### src/hdl/exyz_pkg.sv
`timescale 1ns / 1ps

package exyz_pkg;

  // fixed field widths
  localparam int COORD_WIDTH   = 32;
  // working width of the rotated coordinates (vector norm grows by up to sqrt 3)
  localparam int INT_WIDTH     = COORD_WIDTH + 2;
  localparam int ANGLE_WIDTH   = 9;
  localparam int CFG_IDX_WIDTH = 2;
  // quarter-wave sine table covers 0..90 degrees
  localparam int SIN_ENTRIES   = 91;
  localparam int SIN_IDX_WIDTH = 7;

  // register indexes
  localparam logic [CFG_IDX_WIDTH-1:0] REG_ANGLE_X = 2'd0;
  localparam logic [CFG_IDX_WIDTH-1:0] REG_ANGLE_Y = 2'd1;
  localparam logic [CFG_IDX_WIDTH-1:0] REG_ANGLE_Z = 2'd2;

  // pi in Q52
  localparam logic [63:0] PI_Q52 = 64'h0032_43F6_A888_5A31;

  typedef enum logic [1:0] {
    AXIS_X,
    AXIS_Y,
    AXIS_Z
  } axis_t;

  typedef struct packed {
    logic signed [COORD_WIDTH-1:0] x_in;
    logic signed [COORD_WIDTH-1:0] y_in;
    logic signed [COORD_WIDTH-1:0] z_in;
    logic                          last_in;
  } in_t;

  typedef struct packed {
    logic signed [COORD_WIDTH-1:0] x_out;
    logic signed [COORD_WIDTH-1:0] y_out;
    logic signed [COORD_WIDTH-1:0] z_out;
    logic                          last_out;
  } out_t;

  // vertex inside the pipe, at working width
  typedef struct packed {
    logic signed [INT_WIDTH-1:0] x;
    logic signed [INT_WIDTH-1:0] y;
    logic signed [INT_WIDTH-1:0] z;
    logic                        last;
  } vec_t;

  // quarter-wave lookup: table index and sign
  typedef struct packed {
    logic [SIN_IDX_WIDTH-1:0] idx;
    logic                     neg;
  } fold_t;

  // reduce an angle below 720 into 0..359
  function automatic logic [ANGLE_WIDTH-1:0] norm_angle(input logic [ANGLE_WIDTH:0] a);
    logic [ANGLE_WIDTH:0] r;
    if (a >= 10'd360) begin
      r = a - 10'd360;
    end else begin
      r = a;
    end
    return r[ANGLE_WIDTH-1:0];
  endfunction

  // map 0..359 onto the quarter wave
  function automatic fold_t fold_angle(input logic [ANGLE_WIDTH-1:0] a);
    fold_t f;
    logic [ANGLE_WIDTH-1:0] d;
    if (a <= 9'd90) begin
      d     = a;
      f.neg = 1'b0;
    end else if (a <= 9'd180) begin
      d     = 9'd180 - a;
      f.neg = 1'b0;
    end else if (a <= 9'd270) begin
      d     = a - 9'd180;
      f.neg = 1'b1;
    end else begin
      d     = 9'd360 - a;
      f.neg = 1'b1;
    end
    f.idx = d[SIN_IDX_WIDTH-1:0];
    return f;
  endfunction

  // sin(k degrees) as unsigned Q30 from a truncated taylor series, for table elaboration
  function automatic logic [63:0] sin_q30(input int unsigned k);
    logic [63:0] x;
    logic [63:0] x2;
    logic [63:0] t;
    logic [63:0] acc;
    x   = ((64'(k) * PI_Q52) / 64'd180 + (64'd1 << 21)) >> 22;
    x2  = (x * x + (64'd1 << 29)) >> 30;
    t   = x;
    acc = x;
    for (int n = 1; n <= 8; n++) begin
      t = (t * x2 + (64'd1 << 29)) >> 30;
      case (n)
        1:       t = (t + 64'd3) / 64'd6;
        2:       t = (t + 64'd10) / 64'd20;
        3:       t = (t + 64'd21) / 64'd42;
        4:       t = (t + 64'd36) / 64'd72;
        5:       t = (t + 64'd55) / 64'd110;
        6:       t = (t + 64'd78) / 64'd156;
        7:       t = (t + 64'd105) / 64'd210;
        default: t = (t + 64'd136) / 64'd272;
      endcase
      if ((n % 2) == 1) begin
        acc = (t > acc) ? 64'd0 : acc - t;
      end else begin
        acc = acc + t;
      end
    end
    return acc;
  endfunction

endpackage

### src/hdl/exyz_sat.sv
`timescale 1ns / 1ps

module exyz_sat (
  input  logic           clk,
  input  logic           rst,
  input  logic           in_valid,
  output logic           in_ready,
  input  exyz_pkg::vec_t in_data,
  output logic           out_valid,
  input  logic           out_ready,
  output exyz_pkg::out_t out_data
);

  localparam int CW = exyz_pkg::COORD_WIDTH;
  localparam int IW = exyz_pkg::INT_WIDTH;

  logic           vld;
  exyz_pkg::out_t res;
  exyz_pkg::out_t res_next;

  // clamp a working-width value to the coordinate range
  function automatic logic signed [CW-1:0] clamp(input logic signed [IW-1:0] v);
    logic [IW-CW:0] hi_bits;
    hi_bits = v[IW-1:CW-1];
    if ((&hi_bits) || !(|hi_bits)) begin
      return v[CW-1:0];
    end else if (v[IW-1]) begin
      return {1'b1, {(CW-1){1'b0}}};
    end else begin
      return {1'b0, {(CW-1){1'b1}}};
    end
  endfunction

  assign in_ready  = !vld || out_ready;
  assign out_valid = vld;
  assign out_data  = res;

  always_comb begin
    res_next.x_out    = clamp(in_data.x);
    res_next.y_out    = clamp(in_data.y);
    res_next.z_out    = clamp(in_data.z);
    res_next.last_out = in_data.last;
  end

  // output register
  always_ff @(posedge clk) begin
    if (rst) begin
      vld <= 1'b0;
    end else if (in_ready) begin
      vld <= in_valid;
    end
  end

  always_ff @(posedge clk) begin
    if (in_ready && in_valid) begin
      res <= res_next;
    end
  end

endmodule

### config.mk
export PLATFORM = sky130hd
export DESIGN_NAME = exyz_sat
export DESIGN_NICKNAME = d
export VERILOG_FILES = /design/src/hdl/exyz_pkg.sv /design/src/hdl/exyz_sat.sv
export SDC_FILE = /design/constraint.sdc
export NUM_CORES = 1
export LEC_CHECK = 0
export BUFFER_PORTS_ARGS = -buffer_cell sky130_fd_sc_hd__buf_2
export CAP_MARGIN = 40
export CORE_MARGIN = 5
export CORE_UTILIZATION = 44
export DETAILED_ROUTE_END_ITERATION = 8
export PLACE_DENSITY = 0.8
export REMOVE_ABC_BUFFERS = 1
export SLEW_MARGIN = 30
export SYNTH_ARGS = -nofsm -noshare
export SYNTH_HDL_FRONTEND = slang
export SYNTH_SLANG_ARGS = --single-unit
### constraint.sdc
create_clock -name clk -period 2.9 [get_ports clk]
set_input_delay 0.29 -clock clk [delete_from_list [all_inputs] [get_ports clk]]
set_output_delay 0.29 -clock clk [all_outputs]
set_load 0.01 [all_outputs]
After elaboration in Yosys (flattened, before gate mapping)
Index checks and enable logic that the tools add are counted.
{ "totals": {"out_inout_bits": 99, "word_cells": 26, "reg_bits": 98} }
{ "classes": {"reduce_logical": 15, "mux": 6} }
{ "ops": {"columns": ["cell", "n"], "rows": [
  ["$mux W32", 6],
  ["$reduce_and A3 Y1", 3],
  ["$reduce_or A3 Y1", 3],
  ["$logic_not A1 Y1", 4],
  ["$logic_or A1 B1 Y1", 4],
  ["$logic_and A1 B1 Y1", 1]
]} }

Longest topological paths before layout
{ "logic_depth": {"depth_word": 4, "ltp_mapped": 4, "mapped_depth_nobuf": 2} }

Worst setup path before layout
No wires, ideal clock.
{ "synth_timing": {"path_kind": "reg2reg", "startpoint": "register vld (netlist: out_valid)", "endpoint": "register res, in the netlist out_data[0] (enable)", "n_path_buf": 0, "t_required_ns": 2.433, "setup_ns": 0.467, "period_less_slack_ns": 3.236, "stages_incl_launch_ff": 3, "path_slack_ns": -0.336, "arrival_ns": 2.769, "cell_sequence": "dfxtp_1 > nand2b_1 > and2_1"} }
{ "synth_via": {"elab_chain_len": 3} }
{ "synth_rtl": {"columns": ["element", "line", "rtl"], "rows": [
  ["from (decl)", "exyz_sat.sv:17", "logic vld;"],
  ["from (signal assigned)", "exyz_sat.sv:50", "vld <= in_valid;"],
  ["$logic_not A1 Y1", "exyz_sat.sv:34", "assign in_ready = !vld || out_ready;"],
  ["$logic_or A1 B1 Y1", "exyz_sat.sv:34", null],
  ["named net in_ready", "exyz_sat.sv:7", "output logic in_ready,"],
  ["$logic_and A1 B1 Y1", "exyz_sat.sv:55", "if (in_ready && in_valid) begin"],
  ["to (signal assigned)", "exyz_sat.sv:56", "res <= res_next;"],
  ["to (decl)", "exyz_sat.sv:18", "exyz_pkg::out_t res;"]
]} }
The timed path passes the listed nets, and every way through them passes these cells.
A chain may end at the register's enable or synchronous reset.

Final worst setup path
{ "layout_timing": {"startpoint": "register vld (netlist: out_valid)", "endpoint": "register res, in the netlist out_data[77] (enable)"} }
{ "layout_via": {"elab_chain_len": 3} }
{ "layout_rtl": {"columns": ["element", "line"], "rows": [
  ["$logic_not A1 Y1", "exyz_sat.sv:34"],
  ["$logic_or A1 B1 Y1", "exyz_sat.sv:34"],
  ["$logic_and A1 B1 Y1", "exyz_sat.sv:55"]
]} }
Every way passes these cells.

==> impl_summary.log <==
INFO  metric detailedPlace.worstSlack = 1070 ps
INFO  metric cts.reportedPaths.clkPinSlew = 70 ps
INFO  metric maximum_level_of_the_cts_h_tree = 3
INFO  metric start_util = 44.7%
INFO  metric period_needed = 1750 ps
INFO  metric yosysWarnings = 0
INFO  metric yosysMostFrequentCell = sky130_fd_sc_hd__edfxtp_1
INFO  metric fillers = 1008
INFO  metric gr-total-overflow = 0
INFO  metric layout-drive-gt1-share = 37.3%
INFO  metric yosys.area.top_type = sky130_fd_sc_hd__edfxtp_1
INFO  metric synth-main-ff-cell = sky130_fd_sc_hd__edfxtp_1
INFO  metric power.density = 583 mW/mm^2
INFO  metric number_of_flops_mapped_to_enable_cells_by_yosys = 97
INFO  metric initial_drt_markers = 270
INFO  metric post_cts.resized_instances = 0
INFO  metric cts.hold.buffers_added = 0
INFO  metric clock_sink_count = 98
INFO  metric avgViaCountPerCell = 5.45
INFO  metric timing.hold.worst.class = input pin to flop
INFO  metric die-width = 117 um
INFO  metric num_rows = 39
INFO  metric peakVddDrop = 371 uV
INFO  metric via_count = 4106
INFO  metric rsz0062_at_grt = no
INFO  metric max_stage_delay = 600 ps
INFO  metric leakagePower = 2.56 nW
INFO  metric final_hold_viol_count = 0
INFO  metric clk-insertion-delay-late = 330 ps
INFO  metric timing.critical_path.cells = nand2b_1, and2_4, buf_12
INFO  metric final_std_cells_w_o_fill = 754
INFO  metric critical_path.reg2reg.startpoint = out_valid$_SDFFE_PP0P_
INFO  metric placement.io_buffers = 205
INFO  metric tightest_slew = 691 ps
INFO  metric floorplan.core_area = 0.0114 mm^2
INFO  metric finalCritPeriodShare = 60.2%
INFO  metric placed_cells = 737
INFO  metric synthDominantCellAreaShare = 57.3%
INFO  metric holdWs = 110 ps
INFO  metric grt_first_pass_wirelength = 19300 um
INFO  metric first_global_vias = 3912
INFO  metric fmax = 572 MHz
INFO  metric detail_route.first_pass.iterations = 4
INFO  metric mappedNetlistArea = 0.00508 mm^2
INFO  metric number_of_antenna_violations_at_the_first_check_in_global_routing = 0
INFO  metric worst_setup_path_startpoint = out_valid$_SDFFE_PP0P_
INFO  metric crit_required = 2910 ps
INFO  metric synth_area_leaders = sky130_fd_sc_hd__edfxtp_1 (57%), sky130_fd_sc_hd__o22ai_1 (11%), sky130_fd_sc_hd__a21boi_1 (7.5%), sky130_fd_sc_hd__nor2_1 (6.9%), sky130_fd_sc_hd__a21boi_0 (6.1%)
INFO  metric post-cts-setup-buffers = 0
INFO  metric wl_per_cell = 16.4 um
INFO  metric dp_hpwl = 8470 um
INFO  metric cap_viol_max_count = 0
INFO  metric cts_max_path_buffers = 2
INFO  metric worst_setup_path_end_kind = flop
INFO  metric numCtsBuffers = 9
INFO  metric cts.root.buffer_cell = sky130_fd_sc_hd__clkbuf_16
INFO  metric postSynth.asyncResetShare = 0%
INFO  metric tritoncts = built
INFO  metric synth_cell_type_count = 18
INFO  metric crit_path_max_fanout = 51
INFO  metric ys_seq_elements = 98
INFO  metric list_of_most_frequent_post_synthesis_cells = sky130_fd_sc_hd__edfxtp_1 (97), sky130_fd_sc_hd__nor2_1 (93), sky130_fd_sc_hd__o22ai_1 (92), sky130_fd_sc_hd__a21boi_1 (51), sky130_fd_sc_hd__a21boi_0 (41)
INFO  metric fp.dieArea = 0.0138 mm^2
INFO  metric ys_seq_area_share = 57.7%
INFO  metric arrival = 1760 ps
INFO  metric totalWireLength = 12400 um
INFO  metric crit_slowest_cell = sky130_fd_sc_hd__and2_4
INFO  metric die_y = 117 um
INFO  metric syn-instance-count = 438
INFO  metric area.growth.synth_to_final = 24.3%
INFO  metric timing.setup.critical_path_class = flop to flop
INFO  metric drtAntennaViolNets = 0
INFO  metric place.gp.congestion = 0.753
INFO  metric mean_syn_cell_area = 11.6 um^2
INFO  metric groute.usage.overall = 16.7%
INFO  metric setup_ws = 1150 ps
INFO  metric grt_start_max_net_pins = 64
INFO  metric finalInstanceArea = 0.00632 mm^2
INFO  metric placed_area = 0.00592 mm^2
INFO  metric critPathLaunchType = flop
INFO  metric skew = 6.30 ps
INFO  metric final_net_count = 713
INFO  metric outcome = completed
INFO  metric ioPinCount = 206
INFO  metric maxSlewViolCount = 0
INFO  metric route.detailed.drc = 0
INFO  metric slew_headroom = 53.9%
INFO  metric n_antenna_cell = 0
INFO  metric timing.hold.worst.start = rst
INFO  metric setup-violations-final = 0
==> logic make-up after synthesis <==
group,after synthesis,share of synthesized area [%]
AND/OR/NAND/NOR,95,7.11
AO/OA/AOI/OAI,187,25.6
flip-flops,98,57.7
buffers and inverters,58,9.57
==> power by group <==
part	switching, W	internal (W)	leakage, nW
Combinational	0.000318	0.000236	1.45
Sequential	0.0000294	0.00169	0.932
Clock	0.000488	0.000926	0.174
==> per-layer routing <==
metal / global-route usage (%) / routed length, um / vias to the layer above
li1: - / - / 1990
met1: 19.9 / 4930 / 1937
met2: 28.1 / 6230 / 159
met3: 5.09 / 945 / 20
met4: 6.81 / 255 / 0
met5: 0 / 0 / -
==> metrics by stage <==
stage | power [W] | utilization, % | setup TNS (ps)
finish | 0.00368 | 55.6 | 0
detailed placement | 0.00230 | 52.1 | 0
CTS | 0.00371 | 55.3 | 0
global route | 0.00383 | 55.6 | 0
floorplan | 0.00199 | - | -32630
global placement | 0.00226 | 51.4 | 0
==> sequential cells by signal, summed over array words and instances (netlist names) <==
register / flops
out_valid: 1
out_data: 97
==> placed cells by master (no fill, tap or decap) <==
cell	instances
sky130_fd_sc_hd__clkinv_1	1
sky130_fd_sc_hd__bufinv_16	4
sky130_fd_sc_hd__dfxtp_1	1
sky130_fd_sc_hd__buf_8	2
sky130_fd_sc_hd__clkbuf_16	9
sky130_fd_sc_hd__buf_2	201
sky130_fd_sc_hd__clkinv_2	1
sky130_fd_sc_hd__and2_4	1
sky130_fd_sc_hd__a21boi_4	1
sky130_fd_sc_hd__clkbuf_1	1
sky130_fd_sc_hd__inv_1	4
sky130_fd_sc_hd__a21boi_1	51
sky130_fd_sc_hd__o22ai_1	92
sky130_fd_sc_hd__nand2b_1	1
sky130_fd_sc_hd__buf_12	1
sky130_fd_sc_hd__nor2_1	93
sky130_fd_sc_hd__buf_16	3
sky130_fd_sc_hd__buf_4	4
sky130_fd_sc_hd__o22ai_2	1
sky130_fd_sc_hd__a21oi_1	1
sky130_fd_sc_hd__edfxtp_1	97
sky130_fd_sc_hd__a21boi_0	41
==> final timing paths <==
path	endpoint	slack, ps	cells past startpoint
worst max-delay path	out_data[77]$_DFFE_PP_	1150	3
worst min-delay path	out_valid$_SDFFE_PP0P_	110	2
worst max register to register	out_data[77]$_DFFE_PP_	1150	3
worst min register to register	out_valid$_SDFFE_PP0P_	530	2
==> area by class of cell <==
class | instances | area, um^2 | share of cell area, %
clock buffers | 10 | 229 | 3.62
clock inverters | 6 | 129 | 2.04
inverters | 4 | 15.0 | 0.238
multi-input cells | 282 | 1670 | 26.4
flip-flops and latches | 98 | 2930 | 46.4
well taps | 143 | 179 | 2.83
repair buffers | 211 | 1170 | 18.5
==> critical path: cells and delay by family, from the launching register on <==
family | cells | cell delay [ps]
buf+inv | 1 | 330
flops | 1 | 310
simple gates | 2 | 700
No activity file was read; power rests on OpenSTA's default activity.
