--- config.mk ---
export PLATFORM = sky130hd
export DESIGN_NAME = exyz_trig
export DESIGN_NICKNAME = d
export VERILOG_FILES = /design/src/hdl/exyz_pkg.sv /design/src/hdl/exyz_trig.sv
export SDC_FILE = /design/constraint.sdc
export NUM_CORES = 1
export LEC_CHECK = 0
export BUFFER_PORTS_ARGS = -buffer_cell sky130_fd_sc_hd__buf_4
export CAP_MARGIN = 20
export CORE_MARGIN = 10
export CORE_UTILIZATION = 45
export DETAILED_ROUTE_END_ITERATION = 8
export PLACE_DENSITY_LB_ADDON = 0.15
export RECOVER_POWER = 100
export REMOVE_ABC_BUFFERS = 1
export SYNTH_ARGS = -nofsm -noshare
export SYNTH_HDL_FRONTEND = slang
export SYNTH_SLANG_ARGS = --single-unit
--- constraint.sdc ---
create_clock -name clk -period 7.4 [get_ports clk]
set_input_delay 1.11 -clock clk [delete_from_list [all_inputs] [get_ports clk]]
set_output_delay 1.11 -clock clk [all_outputs]
set_load 0.01 [all_outputs]
--- src/hdl/exyz_pkg.sv ---
`timescale 1ns / 1ps

package exyz_pkg;

  // fixed field widths
  localparam int COORD_WIDTH   = 32;
  // working width of the rotated coordinates (vector norm grows by up to sqrt 3)
  localparam int INT_WIDTH     = COORD_WIDTH + 2;
  localparam int ANGLE_WIDTH   = 9;
  localparam int CFG_IDX_WIDTH = 2;
  // quarter-wave sine table covers 0..90 degrees
  localparam int SIN_ENTRIES   = 91;
  localparam int SIN_IDX_WIDTH = 7;

  // register indexes
  localparam logic [CFG_IDX_WIDTH-1:0] REG_ANGLE_X = 2'd0;
  localparam logic [CFG_IDX_WIDTH-1:0] REG_ANGLE_Y = 2'd1;
  localparam logic [CFG_IDX_WIDTH-1:0] REG_ANGLE_Z = 2'd2;

  // pi in Q52
  localparam logic [63:0] PI_Q52 = 64'h0032_43F6_A888_5A31;

  typedef enum logic [1:0] {
    AXIS_X,
    AXIS_Y,
    AXIS_Z
  } axis_t;

  typedef struct packed {
    logic signed [COORD_WIDTH-1:0] x_in;
    logic signed [COORD_WIDTH-1:0] y_in;
    logic signed [COORD_WIDTH-1:0] z_in;
    logic                          last_in;
  } in_t;

  typedef struct packed {
    logic signed [COORD_WIDTH-1:0] x_out;
    logic signed [COORD_WIDTH-1:0] y_out;
    logic signed [COORD_WIDTH-1:0] z_out;
    logic                          last_out;
  } out_t;

  // vertex inside the pipe, at working width
  typedef struct packed {
    logic signed [INT_WIDTH-1:0] x;
    logic signed [INT_WIDTH-1:0] y;
    logic signed [INT_WIDTH-1:0] z;
    logic                        last;
  } vec_t;

  // quarter-wave lookup: table index and sign
  typedef struct packed {
    logic [SIN_IDX_WIDTH-1:0] idx;
    logic                     neg;
  } fold_t;

  // reduce an angle below 720 into 0..359
  function automatic logic [ANGLE_WIDTH-1:0] norm_angle(input logic [ANGLE_WIDTH:0] a);
    logic [ANGLE_WIDTH:0] r;
    if (a >= 10'd360) begin
      r = a - 10'd360;
    end else begin
      r = a;
    end
    return r[ANGLE_WIDTH-1:0];
  endfunction

  // map 0..359 onto the quarter wave
  function automatic fold_t fold_angle(input logic [ANGLE_WIDTH-1:0] a);
    fold_t f;
    logic [ANGLE_WIDTH-1:0] d;
    if (a <= 9'd90) begin
      d     = a;
      f.neg = 1'b0;
    end else if (a <= 9'd180) begin
      d     = 9'd180 - a;
      f.neg = 1'b0;
    end else if (a <= 9'd270) begin
      d     = a - 9'd180;
      f.neg = 1'b1;
    end else begin
      d     = 9'd360 - a;
      f.neg = 1'b1;
    end
    f.idx = d[SIN_IDX_WIDTH-1:0];
    return f;
  endfunction

  // sin(k degrees) as unsigned Q30 from a truncated taylor series, for table elaboration
  function automatic logic [63:0] sin_q30(input int unsigned k);
    logic [63:0] x;
    logic [63:0] x2;
    logic [63:0] t;
    logic [63:0] acc;
    x   = ((64'(k) * PI_Q52) / 64'd180 + (64'd1 << 21)) >> 22;
    x2  = (x * x + (64'd1 << 29)) >> 30;
    t   = x;
    acc = x;
    for (int n = 1; n <= 8; n++) begin
      t = (t * x2 + (64'd1 << 29)) >> 30;
      case (n)
        1:       t = (t + 64'd3) / 64'd6;
        2:       t = (t + 64'd10) / 64'd20;
        3:       t = (t + 64'd21) / 64'd42;
        4:       t = (t + 64'd36) / 64'd72;
        5:       t = (t + 64'd55) / 64'd110;
        6:       t = (t + 64'd78) / 64'd156;
        7:       t = (t + 64'd105) / 64'd210;
        default: t = (t + 64'd136) / 64'd272;
      endcase
      if ((n % 2) == 1) begin
        acc = (t > acc) ? 64'd0 : acc - t;
      end else begin
        acc = acc + t;
      end
    end
    return acc;
  endfunction

endpackage

--- src/hdl/exyz_trig.sv ---
`timescale 1ns / 1ps

module exyz_trig #(
  parameter int TRIG_FRAC_BITS = 15
) (
  input  logic                                         clk,
  input  logic                                         rst,
  input  logic                                         cfg_wen,
  input  logic [exyz_pkg::CFG_IDX_WIDTH-1:0]           cfg_index,
  input  logic [exyz_pkg::ANGLE_WIDTH-1:0]             cfg_wdata,
  output logic signed [TRIG_FRAC_BITS+1:0]             sin_v [3],
  output logic signed [TRIG_FRAC_BITS+1:0]             cos_v [3]
);

  localparam int TW = TRIG_FRAC_BITS + 2;
  localparam logic signed [TW-1:0] ONE = TW'(1) << TRIG_FRAC_BITS;

  logic [TRIG_FRAC_BITS:0]             sin_tab [exyz_pkg::SIN_ENTRIES];
  logic [exyz_pkg::ANGLE_WIDTH-1:0]    ang;
  logic [exyz_pkg::ANGLE_WIDTH-1:0]    ang_cos;
  exyz_pkg::fold_t                     fs;
  exyz_pkg::fold_t                     fc;
  logic [TW-1:0]                       mag_s;
  logic [TW-1:0]                       mag_c;
  logic signed [TW-1:0]                sin_new;
  logic signed [TW-1:0]                cos_new;

  // quarter-wave sine table, rounded to nearest at the trig fraction
  for (genvar k = 0; k < exyz_pkg::SIN_ENTRIES; k++) begin : g_tab
    localparam logic [63:0] Q30 = exyz_pkg::sin_q30(k);
    localparam logic [63:0] RND = (Q30 + (64'd1 << (29 - TRIG_FRAC_BITS)))
                                  >> (30 - TRIG_FRAC_BITS);
    assign sin_tab[k] = RND[TRIG_FRAC_BITS:0];
  end

  // sine and cosine of the angle being written
  always_comb begin
    ang     = exyz_pkg::norm_angle({1'b0, cfg_wdata});
    ang_cos = exyz_pkg::norm_angle({1'b0, ang} + 10'd90);
    fs      = exyz_pkg::fold_angle(ang);
    fc      = exyz_pkg::fold_angle(ang_cos);
    mag_s   = {1'b0, sin_tab[fs.idx]};
    mag_c   = {1'b0, sin_tab[fc.idx]};
    sin_new = fs.neg ? -mag_s : mag_s;
    cos_new = fc.neg ? -mag_c : mag_c;
  end

  // coefficient registers, one pair per axis
  always_ff @(posedge clk) begin
    if (rst) begin
      for (int i = 0; i < 3; i++) begin
        sin_v[i] <= '0;
        cos_v[i] <= ONE;
      end
    end else if (cfg_wen) begin
      case (cfg_index)
        exyz_pkg::REG_ANGLE_X: begin
          sin_v[0] <= sin_new;
          cos_v[0] <= cos_new;
        end
        exyz_pkg::REG_ANGLE_Y: begin
          sin_v[1] <= sin_new;
          cos_v[1] <= cos_new;
        end
        exyz_pkg::REG_ANGLE_Z: begin
          sin_v[2] <= sin_new;
          cos_v[2] <= cos_new;
        end
        default: begin
        end
      endcase
    end
  end

endmodule

### Yosys cells after proc, flatten, opt, wreduce, memory -nomap -nowiden

Memory sizes are Yosys's and may differ from the RTL's.
Cells that the tools add are included.

* $add $sub $neg: 11
* order comparisons: 10
* equality and inequality tests: 2
* multiplexer cells: 18
* bitwise logic cells: 2
* reduce and logical (&&, ||, !) cells: 4

Operator list (number)
* $mux 16: 4
* $mux 7: 6
* $mux 17: 2
* $neg 16->17: 2
* $le 9x7->1 const B: 2
* $le 9x8->1 const B: 2
* $le 9x9->1 const B: 2
* $mux 9: 2
* $sub 9x9->9 const B: 2
* $ge 8x8->1 const B: 2
* $not 7->8: 2
* $sub 6x7->7 const A: 2
* $sub 7x6->7 const B: 2
* $sub 7x7->7 const A: 2
* $add 9x7->10 const B: 1
* $ge 10x9->1 const B: 1
* $ge 9x9->1 const B: 1
* $reduce_and 2->1: 3
* $mux 1: 4
* $eq 2x1->1 const B: 1
* $eq 2x2->1 const B: 1
* $logic_not 2->1: 1

* register bits: 102
* memory bits (read-only): 4096
* bits of input ports: 14
* output and inout bits: 102
* logic and storage cells: 55
* memories: 2

Memory list
* (no name shown): depth 128, width 16, rd ports 1, clocked after memory_dff 0, wr ports 0, line exyz_trig.sv:43 `mag_c = {1'b0, sin_tab[fc.idx]};`
* (no name shown): depth 128, width 16, rd ports 1, clocked after memory_dff 0, wr ports 0, line exyz_trig.sv:42 `mag_s = {1'b0, sin_tab[fs.idx]};`

### Longest topological paths before layout

* depth after elaboration: 15
* depth in mapped cells: 37
* gate-level depth less buffers: 30

### Least setup slack after synthesis

OpenSTA, ideal clock, no wires.

* kind: input-to-reg
* start point: input cfg_wdata[3] in the netlist's numbering
* end point: register cos_v[15] in the netlist's numbering
* arrival: 7.913 ns
* required time: 7.313 ns
* path slack: -0.600 ns
* stages: 33
* path buffers: 6
* cells stage by stage: inv_1 ha_1 and4b_1 buf_2 nor3_1 or2_1 buf_6 ha_1 nand2_1 nand2_1 xnor2_1 ha_1 o32a_1 and3_1 or3_1 buf_2 clkbuf_1 o211ai_1 o211ai_1 a311oi_2 buf_2 ha_1 clkbuf_1 inv_1 a31oi_1 xnor2_1 nand4_1 o32ai_1 a211oi_4 nand4_2 nor4b_4 mux2_2 o31ai_1

* word-level cells in the longest chain between the ends: 15
* elaborated cells on any way between the ends: 24

Ends and longest elaborated chain
* start, declared: line exyz_trig.sv:10 `input logic [exyz_pkg::ANGLE_WIDTH-1:0] cfg_wdata,`
* $sub 9x9->9 / $ge 9x9->1 (equally long branches): line exyz_pkg.sv:61, exyz_pkg.sv:60
* $mux 9 (*): line exyz_pkg.sv:60 `if (a >= 10'd360) begin`
* $add 9x7->10 (*): line exyz_trig.sv:39 `ang_cos = exyz_pkg::norm_angle({1'b0, ang} + 10'd90);`
* $sub 9x9->9 / $ge 10x9->1 (equally long branches): line exyz_pkg.sv:61, exyz_pkg.sv:60
* $mux 9 (*): line exyz_pkg.sv:60
* $le 9x9->1, or another cell as far along: line exyz_pkg.sv:78 `end else if (a <= 9'd270) begin`
* $mux 7: line exyz_pkg.sv:78
* $mux 7: line exyz_pkg.sv:75 `end else if (a <= 9'd180) begin`
* $mux 7: line exyz_pkg.sv:72 `if (a <= 9'd90) begin`
* $not 7->8 (implied by the code): line exyz_trig.sv:43
* $mem_v2 128x16
* $mux 16 (implied by the code) (2 in series): line exyz_trig.sv:43
* $neg 16->17: line exyz_trig.sv:45 `cos_new = fc.neg ? -mag_c : mag_c;`
* $mux 17 (*): line exyz_trig.sv:45
* end, declared: line exyz_trig.sv:12 `output logic signed [TRIG_FRAC_BITS+1:0] cos_v [3]`

Every way passes the cells marked *; elsewhere a longest branch is shown, timed or not. The select of a mux whose other input is x is not followed.
A chain may end at the register's enable or synchronous reset.

### Worst setup path in the final report

* start point: input cfg_wdata[2] in the netlist's numbering
* end point: register cos_v[15] in the netlist's numbering

Same word-level chain as after synthesis.

==> results by group <==
Floorplanning
  – Die ar.: 30100 sq um
  – Initial Util: 45.4%
  – Die Width: 173 microns
  – Row count: 56
  – Top Ports: 116
  – Die Height: 173 microns
  – Core Footprint: 23300 sq um

Timing
  – Part of the cycle the worst path needs: 97.4%
  – Min Tclk post-route: 7.21 ns
  – Setup ws final: 0.191 ns
  – Skew final: 0 ns
  – Fmax: 139 MHz
  – Worst slew margin: 25.2%
  – Final Hold Viols: 0
  – Max Slew Vio Count: 0
  – Worst-margin pin slew: 1.11 ns
  – Setup TNS: 0 ns
  – Finish-stage setup viols: 0

Pwr
  – Leakage Power: 5.22 nW
  – Pwr Total: 4.96 mW
  – Worst vdd ir: 0.000241 V
  – PD cells: 361 nW/um^2

Critical path
  – Critical path class: primary input to register
  – Slowest stage delay, CP: 0.54 ns
  – Worst Setup End Kind: register
  – Slowest-stage cell, CP: or4_4
  – CP Max Fanout: 7
  – Crit path arrival time: 7.47 ns
  – WP data required: 7.66 ns
  – Startpoint Class: primary input
  – Worst reg2reg setup slack: 6.50 ns

Detailed routing
  – Detail Route Antenna Nets: 0
  – First-pass DRT Iterations: 5
  – DR WL/cell: 21.6 microns
  – Detailed Route WL: 43900 microns
  – Vias per cell: 6.34
  – Initial DRC count: 1563
  – Remaining DRCs: 0
  – Vias: 12.9k

Synth
  – Cell taking the most area after synthesis: dfxtp_1
  – Synth cell types: 112
  – Synthesized cell area: 10600 sq um
  – Post-synth EDFFs: 0
  – Yosys warnings: 0
  – Synth Flop Type: dfxtp_1
  – Synth Instances: 1445
  – Avg Synthesized Cell Area: 7.33 sq um
  – Async set or reset register ratio after synthesis: 0%
  – Top post-synthesis cells by area: dfxtp_1 19%, nand2_1 6.1%, a21oi_1 6.0%
  – Top-count cell post-synth: nand2_1
  – Yosys reg bits: 102
  – Post-synth top cells: 171 x nand2_1, 141 x nor2_1, 127 x a21oi_1
  – Seq/Total Area, Yosys: 19.3%
  – Yosys top cell area share: 19.3%

Cells and area
  – # fillers: 2295
  – Design area: 13700 sq um
  – Synth-to-Final Area Change: 29.4%
  – Final Util: 58.8%
  – Nets: 1761
  – Multi-input logic area: 8290 sq um
  – Register area: 2040 sq um
  – Antenna cells: 0
  – Layout cells sized above 1: 25.5%

Clocking
  – Clock sink total: 102
  – Clk pin slew, worst setup/hold paths: 0.07 ns
  – CTS root buffer: clkbuf_16
  – Number of CTS-inserted buffers: 9
  – H-tree depth: 3
  – TritonCTS clock tree: yes
  – Clk Latency, worst-skew pair: 0.34 ns
  – Clock tree buffer depth: 2

Run status
  – Status: completed

Global routing
  – Initial antenna violation count: 0
  – First-pass GRT wire length: 67000 microns
  – Global route overflow: 0
  – Pin count of the biggest net entering global routing: 109
  – Vias in the first global route: 11.6k
  – GRT Resource Usage Total: 26.8%

Placed design
  – Post-DP HPWL: 32500 microns
  – Total placed instance area: 13100 sq um
  – Port buffer count: 115
  – Placement Setup Slack: -0.396 ns
  – Routability congestion estimate: 0.975

Min path
  – Hold WC Path Type: register to register

Flow run
  – Max-Cap Viols: 0
-- logic make-up after synthesis --
logic type                 after synthesis  synth area share [%]
adders and majority gates               40                  4.80
AOI/OAI and AO/OA                      510                  34.7
buffers and inverters                  157                  6.90
xor gates and xnor gates                31                  2.87
DFF                                    102                  19.3
and+or+nand+nor                        570                  27.0
muxes                                   35                  4.48
-- placed cells by master (no fill, tap or decap), drive strengths merged, types with 17 or more instances in the layout --
cell type	count
dfxtp	102
a31oi	25
nor3	34
nand3	67
buf	277
o21ai	69
or3	19
nand3b	24
nand4	18
o211ai	31
nor4	17
inv	29
clkbuf	112
xnor2	21
mux2i	17
a211oi	71
ha	39
nor2	141
nand2	171
a21oi	131
-- worst max-delay path, delay by kind of cell --
kind	cells	cell delay [ns]
AOI/OAI and AO/OA	10	2.27
muxes	2	0.82
xor gates and xnor gates	1	0.11
adders and majority gates	2	0.39
buffers and inverters	9	1.15
and+or+nand+nor	8	1.60
-- routing by layer --
layer	vias up	share of wire [%]	global-route usage, %
li1	6008	-	-
met5	-	0	0
met3	102	7.1	3.38
met2	607	46	44.1
met4	0	3.5	7.76
met1	6164	43	35.8
-- final cells by class --
type                            count  share of cell area, %
Timing Repair Buffer              380                   18.8
Sequential cell                   102                   14.9
Multi-Input combinational cell   1186                   60.4
Clock buffer                        9                   1.64
Tap cell                          319                   2.91
Inverter                           28                  0.821
Clock inverter                      7                  0.493
-- flip-flops by register name (all words and copies together), names as in the netlist --
signal,cells
cos_v,51
sin_v,51
-- per-stage QoR --
| stage | hold WS, ns | instances |
|---|---|---|
| floorplan | 0.470 | 1316 |
| global route | 0.474 | 2031 |
| global placement | 0.440 | 1993 |
| CTS | 0.456 | 2009 |
| detailed placement | 0.448 | 1993 |
| finish | 0.456 | 2031 |
-- path summary, 6_finish.rpt --
path                                    from        end  depth (start not counted)
worst min-delay path               sin_v[16]  sin_v[16]                          2
worst max register to register     cos_v[47]  cos_v[47]                          3
worst min register to register     sin_v[16]  sin_v[16]                          2
worst max-delay path            cfg_wdata[2]  cos_v[15]                         32
-- power breakdown --
part           switching (mW)  internal (mW)  leakage, nW
sequential             0.0428          0.608        0.831
combinational            2.19           1.65         4.25
clock                   0.225          0.235        0.139
total                    2.46           2.49         5.22
-- repair_timing --
item / CTS / global route
hold buffers: 0 / 0
buffers inserted: 0 / 24
endpoints found under the setup margin: 8 / 51
resized for setup: 1 / 110
pin swaps: 0 / 38
(Power assumes the default switching activity.)
